[src/hdl/ethernet_ip_flow_key_parser_core_macros.svh]
// Assertion macros for the flow-key parser.
// Included by the top level; depends on nothing else.
`ifndef ETHERNET_IP_FLOW_KEY_PARSER_CORE_MACROS_SVH
`define ETHERNET_IP_FLOW_KEY_PARSER_CORE_MACROS_SVH

// The consequent must hold in the same cycle as the antecedent.
`define EFKP_ASSERT_SAME(label, clk, rst, ante, cons) \
   label: assert property (@(posedge clk) disable iff (rst) (ante) |-> (cons)) \
      else $error("flow-key parser assertion failed");

// The consequent must hold in the cycle after the antecedent.
`define EFKP_ASSERT_NEXT(label, clk, rst, ante, cons) \
   label: assert property (@(posedge clk) disable iff (rst) (ante) |=> (cons)) \
      else $error("flow-key parser assertion failed");

`endif

[src/hdl/efkp_pkg.sv]
// Shared types, constants and helper functions of the flow-key parser.
// Used by the channel interfaces and the top level; depends on nothing.
package efkp_pkg;

   typedef logic [7:0]  byte_type;
   typedef logic [15:0] half_type;
   typedef logic [63:0] addr_word_type;

   localparam half_type MAX_FRAME_LEN = 16'hFFFF;

   localparam half_type ETYPE_VLAN = 16'h8100;
   localparam half_type ETYPE_QINQ = 16'h88A8;
   localparam half_type ETYPE_IPV4 = 16'h0800;
   localparam half_type ETYPE_IPV6 = 16'h86DD;

   localparam byte_type PROTO_TCP = 8'd6;
   localparam byte_type PROTO_UDP = 8'd17;

   localparam logic [5:0] TCP_HDR_LEN   = 6'd20;
   localparam logic [5:0] UDP_HDR_LEN   = 6'd8;
   localparam logic [3:0] IHL_MIN       = 4'd5;
   localparam logic [1:0] MAX_TAGS      = 2'd2;
   localparam half_type   ETYPE_POS_HI  = 16'd12;
   localparam half_type   ETYPE_POS_LO  = 16'd13;

   typedef enum logic [2:0] {
      PH_ETH  = 3'd0,
      PH_TAG  = 3'd1,
      PH_V4   = 3'd2,
      PH_V6   = 3'd3,
      PH_L4   = 3'd4,
      PH_FAIL = 3'd5,
      PH_DONE = 3'd6
   } phase_type;

   typedef struct packed {
      logic          parse_ok;
      logic          ip_family;
      byte_type      ip_protocol;
      addr_word_type src_addr_hi;
      addr_word_type src_addr_lo;
      addr_word_type dst_addr_hi;
      addr_word_type dst_addr_lo;
      half_type      sport;
      half_type      dport;
      half_type      l3_offset;
      half_type      l3_length;
   } result_type;

   function automatic logic is_tag(input half_type etype);
      return (etype == ETYPE_VLAN) || (etype == ETYPE_QINQ);
   endfunction

   function automatic phase_type l3_phase(input half_type etype);
      phase_type ph;
      if (etype == ETYPE_IPV4) begin
         ph = PH_V4;
      end else if (etype == ETYPE_IPV6) begin
         ph = PH_V6;
      end else begin
         ph = PH_FAIL;
      end
      return ph;
   endfunction

endpackage

[src/hdl/efkp_channels.sv]
// Valid/ready channel interfaces for frame bytes and flow-key results.
// Depends on efkp_pkg for the payload types.
interface efkp_req_if
   import efkp_pkg::*;
   ();
   logic     valid;
   logic     ready;
   byte_type data_byte;
   logic     last_byte;

   modport source (output valid, output data_byte, output last_byte, input ready);
   modport sink   (input valid, input data_byte, input last_byte, output ready);
endinterface

interface efkp_rsp_if
   import efkp_pkg::*;
   ();
   logic          valid;
   logic          ready;
   logic          parse_ok;
   logic          ip_family;
   byte_type      ip_protocol;
   addr_word_type src_addr_hi;
   addr_word_type src_addr_lo;
   addr_word_type dst_addr_hi;
   addr_word_type dst_addr_lo;
   half_type      sport;
   half_type      dport;
   half_type      l3_offset;
   half_type      l3_length;

   modport source (output valid, output parse_ok, output ip_family, output ip_protocol,
                   output src_addr_hi, output src_addr_lo, output dst_addr_hi,
                   output dst_addr_lo, output sport, output dport,
                   output l3_offset, output l3_length, input ready);
   modport sink   (input valid, input parse_ok, input ip_family, input ip_protocol,
                   input src_addr_hi, input src_addr_lo, input dst_addr_hi,
                   input dst_addr_lo, input sport, input dport,
                   input l3_offset, input l3_length, output ready);
endinterface

[src/hdl/ethernet_ip_flow_key_parser_core.sv]
// Streaming Ethernet/IPv4/IPv6 flow-key parser, top level.
// Depends on efkp_pkg, the channel interfaces and the assertion macro header.
//
//   Channel   Direction  Carries                               Word
//   req_ch    in         data_byte, last_byte                  one frame byte
//   rsp_ch    out        parse_ok ... l3_length (flow key)     one key per frame
//
// One byte is taken every cycle while req_ch.ready is high; its parse state
// is updated at the edge it is accepted, which for the last byte also registers the key.
// The result side has an output register and a skid register, so req_ch.ready only
// drops while both hold a key; it comes from a register, not from rsp_ch.ready.
// Synchronous reset clears all parse state and the valid flags of both result registers.
`include "ethernet_ip_flow_key_parser_core_macros.svh"

module ethernet_ip_flow_key_parser_core
   import efkp_pkg::*;
   (
   input logic        clock,
   input logic        reset,
   efkp_req_if.sink   req_ch,
   efkp_rsp_if.source rsp_ch
   );

   half_type       byte_count_ff, byte_count_in;
   phase_type      phase_ff, phase_in;
   half_type       etype_ff, etype_in;
   logic [1:0]     tags_ff, tags_in;
   half_type       ip_start_ff, ip_start_in;
   logic [16:0]    l4_start_ff, l4_start_in;
   logic [5:0]     hdr_cnt_ff, hdr_cnt_in;
   addr_word_type  addr_ff [4];
   addr_word_type  addr_in [4];
   half_type       port_ff [2];
   half_type       port_in [2];
   byte_type       proto_ff, proto_in;
   logic           family_ff, family_in;

   result_type     out_ff, skid_ff, key_in;
   logic           out_valid_ff, skid_valid_ff;

   logic           accept;
   logic           emit;

   assign req_ch.ready = !skid_valid_ff;
   assign accept       = req_ch.valid && req_ch.ready;
   assign emit         = accept && req_ch.last_byte;

   always_comb begin
      half_type    pos;
      half_type    pos_next;
      half_type    rel;
      logic [5:0]  rel6;
      logic [1:0]  widx;
      logic        ports_ok;
      logic        key_ok;
      byte_type    din;

      pos      = byte_count_ff;
      pos_next = byte_count_ff + 16'd1;
      rel      = byte_count_ff - ip_start_ff;
      rel6     = rel[5:0] - 6'd8;
      widx     = rel6[4:3];
      din      = req_ch.data_byte;

      byte_count_in = byte_count_ff;
      phase_in      = phase_ff;
      etype_in      = etype_ff;
      tags_in       = tags_ff;
      ip_start_in   = ip_start_ff;
      l4_start_in   = l4_start_ff;
      hdr_cnt_in    = hdr_cnt_ff;
      addr_in       = addr_ff;
      port_in       = port_ff;
      proto_in      = proto_ff;
      family_in     = family_ff;

      if (byte_count_ff < MAX_FRAME_LEN) begin
         byte_count_in = pos_next;
         unique case (phase_ff)
            PH_ETH: begin
               if (pos >= ETYPE_POS_HI) begin
                  etype_in = {etype_ff[7:0], din};
               end
               if (pos == ETYPE_POS_LO) begin
                  if (is_tag(etype_in)) begin
                     phase_in   = PH_TAG;
                     hdr_cnt_in = '0;
                  end else begin
                     ip_start_in = pos_next;
                     hdr_cnt_in  = '0;
                     phase_in    = l3_phase(etype_in);
                     family_in   = (etype_in == ETYPE_IPV6);
                  end
               end
            end
            PH_TAG: begin
               if (hdr_cnt_ff >= 6'd2) begin
                  etype_in = {etype_ff[7:0], din};
               end
               if (hdr_cnt_ff == 6'd3) begin
                  tags_in = tags_ff + 2'd1;
                  if (is_tag(etype_in) && (tags_in < MAX_TAGS)) begin
                     hdr_cnt_in = '0;
                  end else begin
                     ip_start_in = pos_next;
                     hdr_cnt_in  = '0;
                     phase_in    = l3_phase(etype_in);
                     family_in   = (etype_in == ETYPE_IPV6);
                  end
               end else begin
                  hdr_cnt_in = hdr_cnt_ff + 6'd1;
               end
            end
            PH_V4: begin
               if ((rel == 16'd0) && (din[3:0] < IHL_MIN)) begin
                  phase_in = PH_FAIL;
               end else begin
                  if (rel == 16'd0) begin
                     l4_start_in = {1'b0, ip_start_ff} + {11'd0, din[3:0], 2'b00};
                  end else if (rel == 16'd9) begin
                     proto_in = din;
                  end else if ((rel >= 16'd12) && (rel < 16'd16)) begin
                     addr_in[1] = {addr_ff[1][55:0], din};
                  end else if ((rel >= 16'd16) && (rel < 16'd20)) begin
                     addr_in[3] = {addr_ff[3][55:0], din};
                  end
                  // The header ends once the byte after this one is the transport start.
                  if ({1'b0, pos_next} == l4_start_in) begin
                     phase_in   = PH_L4;
                     hdr_cnt_in = '0;
                  end
               end
            end
            PH_V6: begin
               if (rel == 16'd6) begin
                  proto_in = din;
               end else if ((rel >= 16'd8) && (rel < 16'd40)) begin
                  addr_in[widx] = {addr_ff[widx][55:0], din};
               end
               if (rel == 16'd39) begin
                  l4_start_in = {1'b0, pos_next};
                  phase_in    = PH_L4;
                  hdr_cnt_in  = '0;
               end
            end
            PH_L4: begin
               if (hdr_cnt_ff < 6'd4) begin
                  port_in[hdr_cnt_ff[1]] = {port_ff[hdr_cnt_ff[1]][7:0], din};
               end
               hdr_cnt_in = hdr_cnt_ff + 6'd1;
               if (hdr_cnt_in >= TCP_HDR_LEN) begin
                  phase_in = PH_DONE;
               end
            end
            PH_FAIL, PH_DONE: begin
            end
            default: begin
            end
         endcase
      end

      // The key is built from the state as it stands after this byte.
      key_ok   = (phase_in == PH_L4) || (phase_in == PH_DONE);
      ports_ok = ((proto_in == PROTO_TCP) && (hdr_cnt_in >= TCP_HDR_LEN)) ||
                 ((proto_in == PROTO_UDP) && (hdr_cnt_in >= UDP_HDR_LEN));
      key_in = '0;
      if (key_ok) begin
         key_in.parse_ok    = 1'b1;
         key_in.ip_family   = family_in;
         key_in.ip_protocol = proto_in;
         key_in.src_addr_hi = addr_in[0];
         key_in.src_addr_lo = addr_in[1];
         key_in.dst_addr_hi = addr_in[2];
         key_in.dst_addr_lo = addr_in[3];
         if (ports_ok) begin
            key_in.sport = port_in[0];
            key_in.dport = port_in[1];
         end
         key_in.l3_offset = ip_start_in;
         key_in.l3_length = byte_count_in - ip_start_in;
      end

      // The last byte of a frame leaves clean state for the next one.
      if (req_ch.last_byte) begin
         byte_count_in = '0;
         phase_in      = PH_ETH;
         etype_in      = '0;
         tags_in       = '0;
         ip_start_in   = '0;
         l4_start_in   = '0;
         hdr_cnt_in    = '0;
         addr_in       = '{default: '0};
         port_in       = '{default: '0};
         proto_in      = '0;
         family_in     = 1'b0;
      end
   end

   always_ff @(posedge clock) begin
      if (reset) begin
         byte_count_ff <= '0;
         phase_ff      <= PH_ETH;
         etype_ff      <= '0;
         tags_ff       <= '0;
         ip_start_ff   <= '0;
         l4_start_ff   <= '0;
         hdr_cnt_ff    <= '0;
         addr_ff       <= '{default: '0};
         port_ff       <= '{default: '0};
         proto_ff      <= '0;
         family_ff     <= 1'b0;
      end else if (accept) begin
         byte_count_ff <= byte_count_in;
         phase_ff      <= phase_in;
         etype_ff      <= etype_in;
         tags_ff       <= tags_in;
         ip_start_ff   <= ip_start_in;
         l4_start_ff   <= l4_start_in;
         hdr_cnt_ff    <= hdr_cnt_in;
         addr_ff       <= addr_in;
         port_ff       <= port_in;
         proto_ff      <= proto_in;
         family_ff     <= family_in;
      end
   end

   // Output register with a skid stage behind it.
   always_ff @(posedge clock) begin
      if (reset) begin
         out_valid_ff  <= 1'b0;
         skid_valid_ff <= 1'b0;
      end else if (!out_valid_ff || rsp_ch.ready) begin
         if (skid_valid_ff) begin
            out_ff        <= skid_ff;
            out_valid_ff  <= 1'b1;
            skid_valid_ff <= 1'b0;
         end else if (emit) begin
            out_ff       <= key_in;
            out_valid_ff <= 1'b1;
         end else begin
            out_valid_ff <= 1'b0;
         end
      end else if (emit) begin
         skid_ff       <= key_in;
         skid_valid_ff <= 1'b1;
      end
   end

   assign rsp_ch.valid       = out_valid_ff;
   assign rsp_ch.parse_ok    = out_ff.parse_ok;
   assign rsp_ch.ip_family   = out_ff.ip_family;
   assign rsp_ch.ip_protocol = out_ff.ip_protocol;
   assign rsp_ch.src_addr_hi = out_ff.src_addr_hi;
   assign rsp_ch.src_addr_lo = out_ff.src_addr_lo;
   assign rsp_ch.dst_addr_hi = out_ff.dst_addr_hi;
   assign rsp_ch.dst_addr_lo = out_ff.dst_addr_lo;
   assign rsp_ch.sport       = out_ff.sport;
   assign rsp_ch.dport       = out_ff.dport;
   assign rsp_ch.l3_offset   = out_ff.l3_offset;
   assign rsp_ch.l3_length   = out_ff.l3_length;

   // A key can only wait in the skid register behind one in the output register.
   `EFKP_ASSERT_SAME(a_skid_behind_out, clock, reset, skid_valid_ff, out_valid_ff)

   // A failed parse zeroes all other fields; checked on low addresses, sport and l3 fields.
   `EFKP_ASSERT_SAME(a_fail_key_zero, clock, reset, out_valid_ff && !out_ff.parse_ok,
      (out_ff.src_addr_lo == '0) && (out_ff.dst_addr_lo == '0) && (out_ff.sport == '0) &&
      (out_ff.l3_offset == '0) && (out_ff.l3_length == '0))

   // The word after a frame's last byte starts from a clean Ethernet header.
   `EFKP_ASSERT_NEXT(a_frame_restart, clock, reset, emit,
      (phase_ff == PH_ETH) && (byte_count_ff == '0) && (tags_ff == '0))

endmodule
[src/flat_wrapper.sv]
// flat-port wrapper written by rule: the top's interface ports become plain ports
module ethernet_ip_flow_key_parser_core_flat import efkp_pkg::*;
  (clock, reset, req_ch_valid, req_ch_data_byte, req_ch_last_byte, req_ch_ready, rsp_ch_valid, rsp_ch_parse_ok, rsp_ch_ip_family, rsp_ch_ip_protocol, rsp_ch_src_addr_hi, rsp_ch_src_addr_lo, rsp_ch_dst_addr_hi, rsp_ch_dst_addr_lo, rsp_ch_sport, rsp_ch_dport, rsp_ch_l3_offset, rsp_ch_l3_length, rsp_ch_ready);
  efkp_req_if req_ch_i ();
  efkp_rsp_if rsp_ch_i ();
  input logic clock;
  input logic reset;
  input wire logic [$bits(req_ch_i.valid)-1:0] req_ch_valid;
  input wire logic [$bits(req_ch_i.data_byte)-1:0] req_ch_data_byte;
  input wire logic [$bits(req_ch_i.last_byte)-1:0] req_ch_last_byte;
  output wire logic [$bits(req_ch_i.ready)-1:0] req_ch_ready;
  output wire logic [$bits(rsp_ch_i.valid)-1:0] rsp_ch_valid;
  output wire logic [$bits(rsp_ch_i.parse_ok)-1:0] rsp_ch_parse_ok;
  output wire logic [$bits(rsp_ch_i.ip_family)-1:0] rsp_ch_ip_family;
  output wire logic [$bits(rsp_ch_i.ip_protocol)-1:0] rsp_ch_ip_protocol;
  output wire logic [$bits(rsp_ch_i.src_addr_hi)-1:0] rsp_ch_src_addr_hi;
  output wire logic [$bits(rsp_ch_i.src_addr_lo)-1:0] rsp_ch_src_addr_lo;
  output wire logic [$bits(rsp_ch_i.dst_addr_hi)-1:0] rsp_ch_dst_addr_hi;
  output wire logic [$bits(rsp_ch_i.dst_addr_lo)-1:0] rsp_ch_dst_addr_lo;
  output wire logic [$bits(rsp_ch_i.sport)-1:0] rsp_ch_sport;
  output wire logic [$bits(rsp_ch_i.dport)-1:0] rsp_ch_dport;
  output wire logic [$bits(rsp_ch_i.l3_offset)-1:0] rsp_ch_l3_offset;
  output wire logic [$bits(rsp_ch_i.l3_length)-1:0] rsp_ch_l3_length;
  input wire logic [$bits(rsp_ch_i.ready)-1:0] rsp_ch_ready;
  assign req_ch_i.valid = req_ch_valid;
  assign req_ch_i.data_byte = req_ch_data_byte;
  assign req_ch_i.last_byte = req_ch_last_byte;
  assign req_ch_ready = req_ch_i.ready;
  assign rsp_ch_valid = rsp_ch_i.valid;
  assign rsp_ch_parse_ok = rsp_ch_i.parse_ok;
  assign rsp_ch_ip_family = rsp_ch_i.ip_family;
  assign rsp_ch_ip_protocol = rsp_ch_i.ip_protocol;
  assign rsp_ch_src_addr_hi = rsp_ch_i.src_addr_hi;
  assign rsp_ch_src_addr_lo = rsp_ch_i.src_addr_lo;
  assign rsp_ch_dst_addr_hi = rsp_ch_i.dst_addr_hi;
  assign rsp_ch_dst_addr_lo = rsp_ch_i.dst_addr_lo;
  assign rsp_ch_sport = rsp_ch_i.sport;
  assign rsp_ch_dport = rsp_ch_i.dport;
  assign rsp_ch_l3_offset = rsp_ch_i.l3_offset;
  assign rsp_ch_l3_length = rsp_ch_i.l3_length;
  assign rsp_ch_i.ready = rsp_ch_ready;
  ethernet_ip_flow_key_parser_core u_core (.clock(clock), .reset(reset), .req_ch(req_ch_i), .rsp_ch(rsp_ch_i));
endmodule
[config.mk]
export PLATFORM = sky130hd
export DESIGN_NAME = ethernet_ip_flow_key_parser_core_flat
export DESIGN_NICKNAME = d
export VERILOG_FILES = /design/src/hdl/efkp_pkg.sv /design/src/hdl/efkp_channels.sv /design/src/hdl/ethernet_ip_flow_key_parser_core.sv /design/src/flat_wrapper.sv
export VERILOG_INCLUDE_DIRS = /design/src /design/src/hdl
export SDC_FILE = /design/constraint.sdc
export NUM_CORES = 2
export LEC_CHECK = 0
export BUFFER_PORTS_ARGS = -buffer_cell sky130_fd_sc_hd__buf_4
export CORE_UTILIZATION = 25
export DETAILED_ROUTE_END_ITERATION = 7
export PLACE_DENSITY = 0.46
export SLEW_MARGIN = 30
export SYNTH_ARGS = -nofsm -noshare
export SYNTH_HDL_FRONTEND = slang
export SYNTH_SLANG_ARGS = --single-unit
[constraint.sdc]
create_clock -name clock -period 53.3 [get_ports clock]
set_clock_uncertainty 0.2 [all_clocks]
set_input_delay 15.99 -clock clock [delete_from_list [all_inputs] [get_ports clock]]
set_output_delay 15.99 -clock clock [all_outputs]
set_load 0.005 [all_outputs]
======== Word-level counts from Yosys, hierarchy flattened ========
Cells that the tools add are included.
cells by class
  add/sub/neg operators ................... 7
  order comparisons ....................... 19
  equality and inequality tests ........... 24
  multiplexer cells ....................... 107
  bitwise gates (word level) .............. 4
  reduce and logical (&&, ||, !) cells .... 32
operator list
  operator                                                            count
  two-way mux 256 bit                                                 4
  two-way mux 330 bit                                                 3
  two-way mux 64 bit                                                  12
  two-way mux 16 bit                                                  17
  bitwise mux 256 bit                                                 1
  case mux 64 bit (2 select lines)                                    2
  two-way mux 32 bit                                                  5
  two-way mux 17 bit                                                  8
  binary-select mux 64 bit (select 2 bit)                             1
  demux 64 bit (select 2 bit)                                         1
  two-way mux 56 bit                                                  2
  equality test 16 bit, second input constant                         6
  two-way mux 8 bit                                                   9
  case mux 16 bit (2 select lines)                                    2
  greater-or-equal comparator 16 x 4 -> 1 bit, second input constant  3
  two-way mux 3 bit                                                   14
  two-way mux 6 bit                                                   7
  case mux 17 bit (2 select lines)                                    1
  bitwise mux 32 bit                                                  1
  equality test 16 x 12 -> 1 bit, second input constant               2
  equality test 16 x 4 -> 1 bit, second input constant                2
  less-than comparator 16 x 5 -> 1 bit, second input constant         2
  subtractor 16 bit                                                   2
  case mux 6 bit (5 select lines)                                     1
  49 further kinds                                                    85
word-level totals
  flip-flop bits (word level) ............. 1035
  bits of input ports ..................... 13
  output and inout port bits .............. 332
  logic and storage cells ................. 232

======== Logic depth before layout (Yosys ltp) ========
  word-level depth ........................ 18
  mapped depth ............................ 31
  mapped depth without buffers ............ 29

======== Least setup slack after synthesis ========
OpenSTA, ideal clock, no wires.
  path kind ............................... input-to-reg
  start point ............................. input reset
  end point ............................... register u_core.skid_ff[0] (netlist bit) (enable)
  library setup time ...................... 1.828 ns
  arrival ................................. 47.532 ns
  data required time ...................... 51.272 ns
  path slack .............................. 3.740 ns
  stages on the path ...................... 3
  buffers on the path ..................... 2
  path through ............................ clkbuf_1 clkbuf_1 nor4_1
on the way
  cells in the longest elaborated chain, start to end .. 2
RTL lines
  element                               RTL line                                 source
  start: declaration                    flat_wrapper.sv:7                        input logic reset;
  inverter 1 bit (no source line)       -
  AND reduction 3 bit (no source line)  -
  end signal: assignment                ethernet_ip_flow_key_parser_core.sv:244  skid_ff <= key_in;
  end: declaration                      ethernet_ip_flow_key_parser_core.sv:38   result_type out_ff, skid_ff, key_in;
Every way passes these cells.
A chain may end at the register's enable or synchronous reset.

======== Final worst setup path ========
  start point ............................. input req_ch_data_byte[1]
  end point ............................... register u_core.out_ff, in the netlist u_core.rsp_ch.l3_length[14], data pin
on the way
  cells in the longest elaborated chain, start to end .. 15
  elaborated cells between the ends (all ways) .. 50
  classes of those cells .................. 2 x add/sub; 1 x order compare; 11 x eq/ne; 31 x mux; 5 x reduce/logical
RTL lines
  element                                                   RTL line                                                                                                                  source
  start: declaration                                        flat_wrapper.sv:9                                                                                                         input wire logic [$bits(req_ch_i.data_byte)-1:0] req_ch_data_byte;
  adder 16 x 6 -> 17 bit (tied with other cells)            ethernet_ip_flow_key_parser_core.sv:119                                                                                   l4_start_in = {1'b0, ip_start_ff} + {11'd0, din[3:0], 2'b00};
  two-way mux 17 bit or two-way mux 16 bit (tied branches)  ethernet_ip_flow_key_parser_core.sv:118, ethernet_ip_flow_key_parser_core.sv:79
  two-way mux 17 bit or two-way mux 16 bit (tied branches)  ethernet_ip_flow_key_parser_core.sv:115, ethernet_ip_flow_key_parser_core.sv:77
  two-way mux 17 bit (tied with other cells)                ethernet_ip_flow_key_parser_core.sv:79                                                                                    unique case (phase_ff)
  two-way mux 17 bit (tied with other cells)                ethernet_ip_flow_key_parser_core.sv:77                                                                                    if (byte_count_ff < MAX_FRAME_LEN) begin
  equality test 16 x 17 -> 1 bit (tied with other cells)    ethernet_ip_flow_key_parser_core.sv:128                                                                                   if ({1'b0, pos_next} == l4_start_in) begin
  two-way mux 3 bit (on tied branches)                      ethernet_ip_flow_key_parser_core.sv:128, ethernet_ip_flow_key_parser_core.sv:85, ethernet_ip_flow_key_parser_core.sv:102
  two-way mux 3 bit (on tied branches)                      ethernet_ip_flow_key_parser_core.sv:115, ethernet_ip_flow_key_parser_core.sv:84, ethernet_ip_flow_key_parser_core.sv:100
  case mux 3 bit (5 select lines)                           ethernet_ip_flow_key_parser_core.sv:79
  two-way mux 3 bit                                         ethernet_ip_flow_key_parser_core.sv:77
  equality test 3 bit                                       ethernet_ip_flow_key_parser_core.sv:163                                                                                   key_ok = (phase_in == PH_L4) || (phase_in == PH_DONE);
  logical OR 1 bit                                          ethernet_ip_flow_key_parser_core.sv:163
  two-way mux 330 bit (*)                                   ethernet_ip_flow_key_parser_core.sv:167                                                                                   if (key_ok) begin
  two-way mux 330 bit (*)                                   ethernet_ip_flow_key_parser_core.sv:237                                                                                   end else if (emit) begin
  two-way mux 330 bit (*)                                   ethernet_ip_flow_key_parser_core.sv:233                                                                                   if (skid_valid_ff) begin
  end signal: assignment                                    ethernet_ip_flow_key_parser_core.sv:234                                                                                   out_ff <= skid_ff;
  end signal: assignment                                    ethernet_ip_flow_key_parser_core.sv:238                                                                                   out_ff <= key_in;
  end: declaration                                          ethernet_ip_flow_key_parser_core.sv:38
Mark *: on every way between the ends. The rest lies on a longest branch, timed or not. The select of a mux whose other input is x is not followed.

==> reports/summary.txt <==
WORST SETUP PATH
-------------------------------------------------------------------------------------
Reg-to-reg critical path endpoint ...................................... u_core.rsp_ch.dport[10]
Most repeated library cell on the critical path ........................      a21oi_1
Stage delay of the slowest cell on the critical path ...................      0.40 ns
Worst flop-to-flop path startpoint ..................................... u_core.byte_count_ff[0]
Worst Path Required ....................................................     53.63 ns
Max stage delay cell, worst path .......................................       nor4_1
Arr. time, crit path ...................................................     21.63 ns
Category of the worst setup path capture point .........................    flip-flop
R2R setup slack ........................................................     44.96 ns
CP max FO ..............................................................           29
Cell depth of the worst flop-to-flop path ..............................           20
Category of the most critical setup path ............................... input pin to flip-flop
CP Launch Type .........................................................    input pin

TIMING
-------------------------------------------------------------------------------------
Tightest Pin Transition ................................................      1.27 ns
Max-slew violation total from the final report .........................            0
Time the final worst path needs with I/O delays and setup ..............     21.31 ns
RSZ-0062 raised after global routing ...................................        false
Final hold slack .......................................................     0.295 ns
Final cycle utilization of the critical path ...........................        0.400
Final number of setup-violating endpoints ..............................            0
Final hold violation count .............................................            0
Max-slew headroom ......................................................        0.154
Max Clk Rate ...........................................................     46.9 MHz
Accumulated negative setup slack .......................................         0 ns

YOSYS
-------------------------------------------------------------------------------------
Post-synthesis adder-cell area fraction ................................       0.0123
Post-synth top area share ..............................................        0.399
Synthesized area per cell ..............................................     10.9 µm²
Number of register bits inferred by synthesis ..........................         1035
Biggest area consumer among synthesized cells ..........................     edfxtp_1
Count of yosys warnings during synthesis ...............................            0
Most frequent cells after synthesis .................................... nor2_1 (709), edfxtp_1 (660), nand2_1 (539)
Top_reg_cell synth .....................................................     edfxtp_1
Part of the Yosys area used for sequential elements ....................        0.551
Fraction of synthesized cell area in xor and xnor cells ................       0.0115
Most used standard cell by instance count after synthesis ..............       nor2_1
Combinational family with the most area after synthesis ................ compound AO/OA/AOI/OAI gates
Post-synth EDFFs .......................................................          660
Syn nets ...............................................................         4632
Leading post-synthesis cells by cell area .............................. edfxtp_1 (40%), dfxtp_1 (15%), nor2_1 (5.4%), a22oi_1 (5.2%), mux2i_1 (5.0%)
Cell area after synthesis ..............................................    49600 µm²
Number of different library cells in the post-synthesis netlist ........           86
Number of standard cells after synthesis ...............................         4572
Fraction of the mapped netlist area in compound gates ..................        0.173
Proportion of synthesized area in mux cells ............................       0.0895
Asr flop ratio synth ...................................................            0
Synthesized-area fraction occupied by and/or/nand/nor cells ............        0.126

HOLD PATH
-------------------------------------------------------------------------------------
Min-Delay Startpoint ................................................... u_core.l4_start_ff[5]
Worst hold path stage count ............................................            2
Hold EP ................................................................ u_core.l4_start_ff[5]
Hold crit path type .................................................... flip-flop to flip-flop

GLOBAL ROUTING
-------------------------------------------------------------------------------------
Met1 Resource Use GR ...................................................        0.229
Met3 Track Usage GR ....................................................       0.0296
Number of antenna violations at the first check in global routing ......            3
Maximum number of pins on one net before global-route repair ...........          182
GRT overflow ...........................................................            0
Via count of the first global-routing pass .............................        36200
Met2 capacity usage during global routing ..............................        0.285
GR Util All Layers .....................................................        0.173
Busiest layer in global routing ........................................         met2
Global-route wire length before repair .................................    257000 µm

FLOORPLAN
-------------------------------------------------------------------------------------
Io pins ................................................................          345
Row count ..............................................................          163
Starting density of the core ...........................................        0.252
Core area ..............................................................   197000 µm²
X dimension of the die .................................................       448 µm
Die outline area .......................................................   200000 µm²
Die Span Y .............................................................       448 µm

CLOCK TREE
-------------------------------------------------------------------------------------
Post-cts sizing count ..................................................            0
Num Clock Sinks ........................................................         1035
Clock-pin slew on the worst setup and hold paths .......................      0.06 ns
Maximum number of buffers from clock root to sink ......................            3
Depth of the CTS H-tree ................................................            4
CTS Buf Count ..........................................................          131
Hold buffer count at cts ...............................................            0
Library cell used as clock root buffer .................................    clkbuf_16
CTS tree ...............................................................          yes
Post-CTS Setup Bufs ....................................................            0
Source-to-sink clock delay at the later pin of the worst-skew pair .....      0.81 ns

RUN
-------------------------------------------------------------------------------------
Max cap viols ..........................................................            0

DRT
-------------------------------------------------------------------------------------
Mean routed wirelength per cell ........................................      23.9 µm
Residual antenna-violating net count after detailed routing ............            0
Post-detailed-route DRC marker count ...................................            0
Count of routing violations after the opening detailed-route iteration .         3578
Via total after detailed routing .......................................        37900
Detailed Routing Iterations Pass 1 .....................................            8
Total Routed Length ....................................................    178000 µm
Drt via density ........................................................         5.08

LAYOUT
-------------------------------------------------------------------------------------
Area growth, synth to finish ...........................................        18.8%
Share of layout cells above drive strength 1 ...........................        0.185
Post-layout net count ..................................................         4777
Count of fill cells added during filler insertion ......................        20300

PLACED DESIGN
-------------------------------------------------------------------------------------
IO buf count ...........................................................          344
Final HPWL DP ..........................................................    111000 µm
Placer Congestion ......................................................        0.840

RUN STATUS
-------------------------------------------------------------------------------------
Run status ............................................................. finished clean

POWER AND IR DROP
-------------------------------------------------------------------------------------
Static power due to leakage ............................................      19.6 nW
Pwr Density ............................................................  30.8 nW/µm²
Worst supply voltage drop on vdd .......................................    0.0230 mV

-- flip-flops by register name, summed over array words and instances, names as in the netlist, 17 cells and up --
| register | flops |
|---|---|
| u_core.skid_ff | 330 |
| u_core.l4_start_ff | 17 |
| u_core.addr_ff | 256 |
| u_core.rsp_ch.dst_addr_lo | 64 |
| u_core.port_ff | 32 |
| u_core.rsp_ch.src_addr_lo | 64 |
| u_core.rsp_ch.dst_addr_hi | 64 |
| u_core.rsp_ch.src_addr_hi | 64 |
-- power by group --
group          switching (mW)  internal, mW  leakage [nW]
Clock                   0.373         0.495          2.02
Combinational          0.0645        0.0216          9.05
Sequential            0.00568         0.856          8.55
Total                   0.444          1.37          19.6
-- kinds of logic (layout without fill, tap and decap cells) --
family,Yosys count,count (layout)
xor+xnor,65,65
buf+inv,443,695
compound gates,1112,1112
mux,365,365
simple gates,1505,1505
other cells,0,2
fa+ha+maj,47,47
flops,1035,1035
-- cells in the final DEF, fill, tap and decap left out, types with 59 or more instances in the layout --
| master | instances |
|---|---|
| nor2_1 | 703 |
| edfxtp_1 | 660 |
| nand2_1 | 533 |
| buf_4 | 396 |
| dfxtp_1 | 374 |
| a22oi_1 | 341 |
| mux2i_1 | 247 |
| a21oi_1 | 167 |
| o31ai_1 | 144 |
| clkbuf_16 | 132 |
| o31ai_2 | 99 |
| o21ai_0 | 91 |
| nor3_1 | 75 |
| a22o_1 | 64 |
| mux2_2 | 61 |
| a32oi_1 | 59 |
-- worst max-delay path by stage --
stage	end	cells past startpoint	slack [ns]	from
2_1_floorplan	u_core.skid_ff[0]	3	3.74	reset
3_3_place_gp	u_core.rsp_ch.dst_addr_lo[50]	19	31.14	req_ch_data_byte[0]
3_5_place_dp	u_core.rsp_ch.dst_addr_lo[57]	19	31.04	req_ch_data_byte[0]
4_1_cts	u_core.rsp_ch.dst_addr_lo[50]	19	31.94	req_ch_data_byte[0]
5_1_grt	u_core.rsp_ch.l3_length[14]	28	31.59	req_ch_data_byte[3]
6_report	u_core.rsp_ch.l3_length[14]	29	31.99	req_ch_data_byte[1]
-- metrics by stage --
stage	setup slack [ns]	instance area [µm²]	cells	power, mW	utilization
after floorplan	3.74	49600	4572	0.934	-
after global placement	31.14	54600	7217	0.965	0.277
after detailed placement	31.04	54700	7220	0.966	0.277
after CTS	31.94	58800	7460	1.84	0.298
after global routing	31.59	58900	7464	1.88	0.299
final	31.99	58900	7466	1.82	0.299
-- critical path, delay by kind of cell --
family	cells	cell delay [ns]
AND/OR/NAND/NOR	6	1.14
adder cells (fa/ha/maj)	2	0.65
AO/OA/AOI/OAI	17	3.05
buffers and inverters	3	0.57
XOR/XNOR	1	0.21
-- area by class of cell --
class                           instances  area [µm²]  share of cell area
Clock inverter                         64         578             0.00981
Sequential cell                      1035       27300               0.464
Clock buffer                          176        3570              0.0605
Multi-Input combinational cell       3094       20700               0.351
Inverter                               39         148             0.00250
Timing Repair Buffer                  416        3330              0.0565
Tap cell                             2640        3300              0.0560
Antenna cell                            2        5.00           0.0000849
-- layer usage --
layer  up-vias  part of all wire
met4         2             0.029
met2      1270              0.48
met1     19100              0.44
met3       254             0.054
li1      17300                 -
met5         -          0.000045
Note: power is estimated with default switching activity, not from simulation.
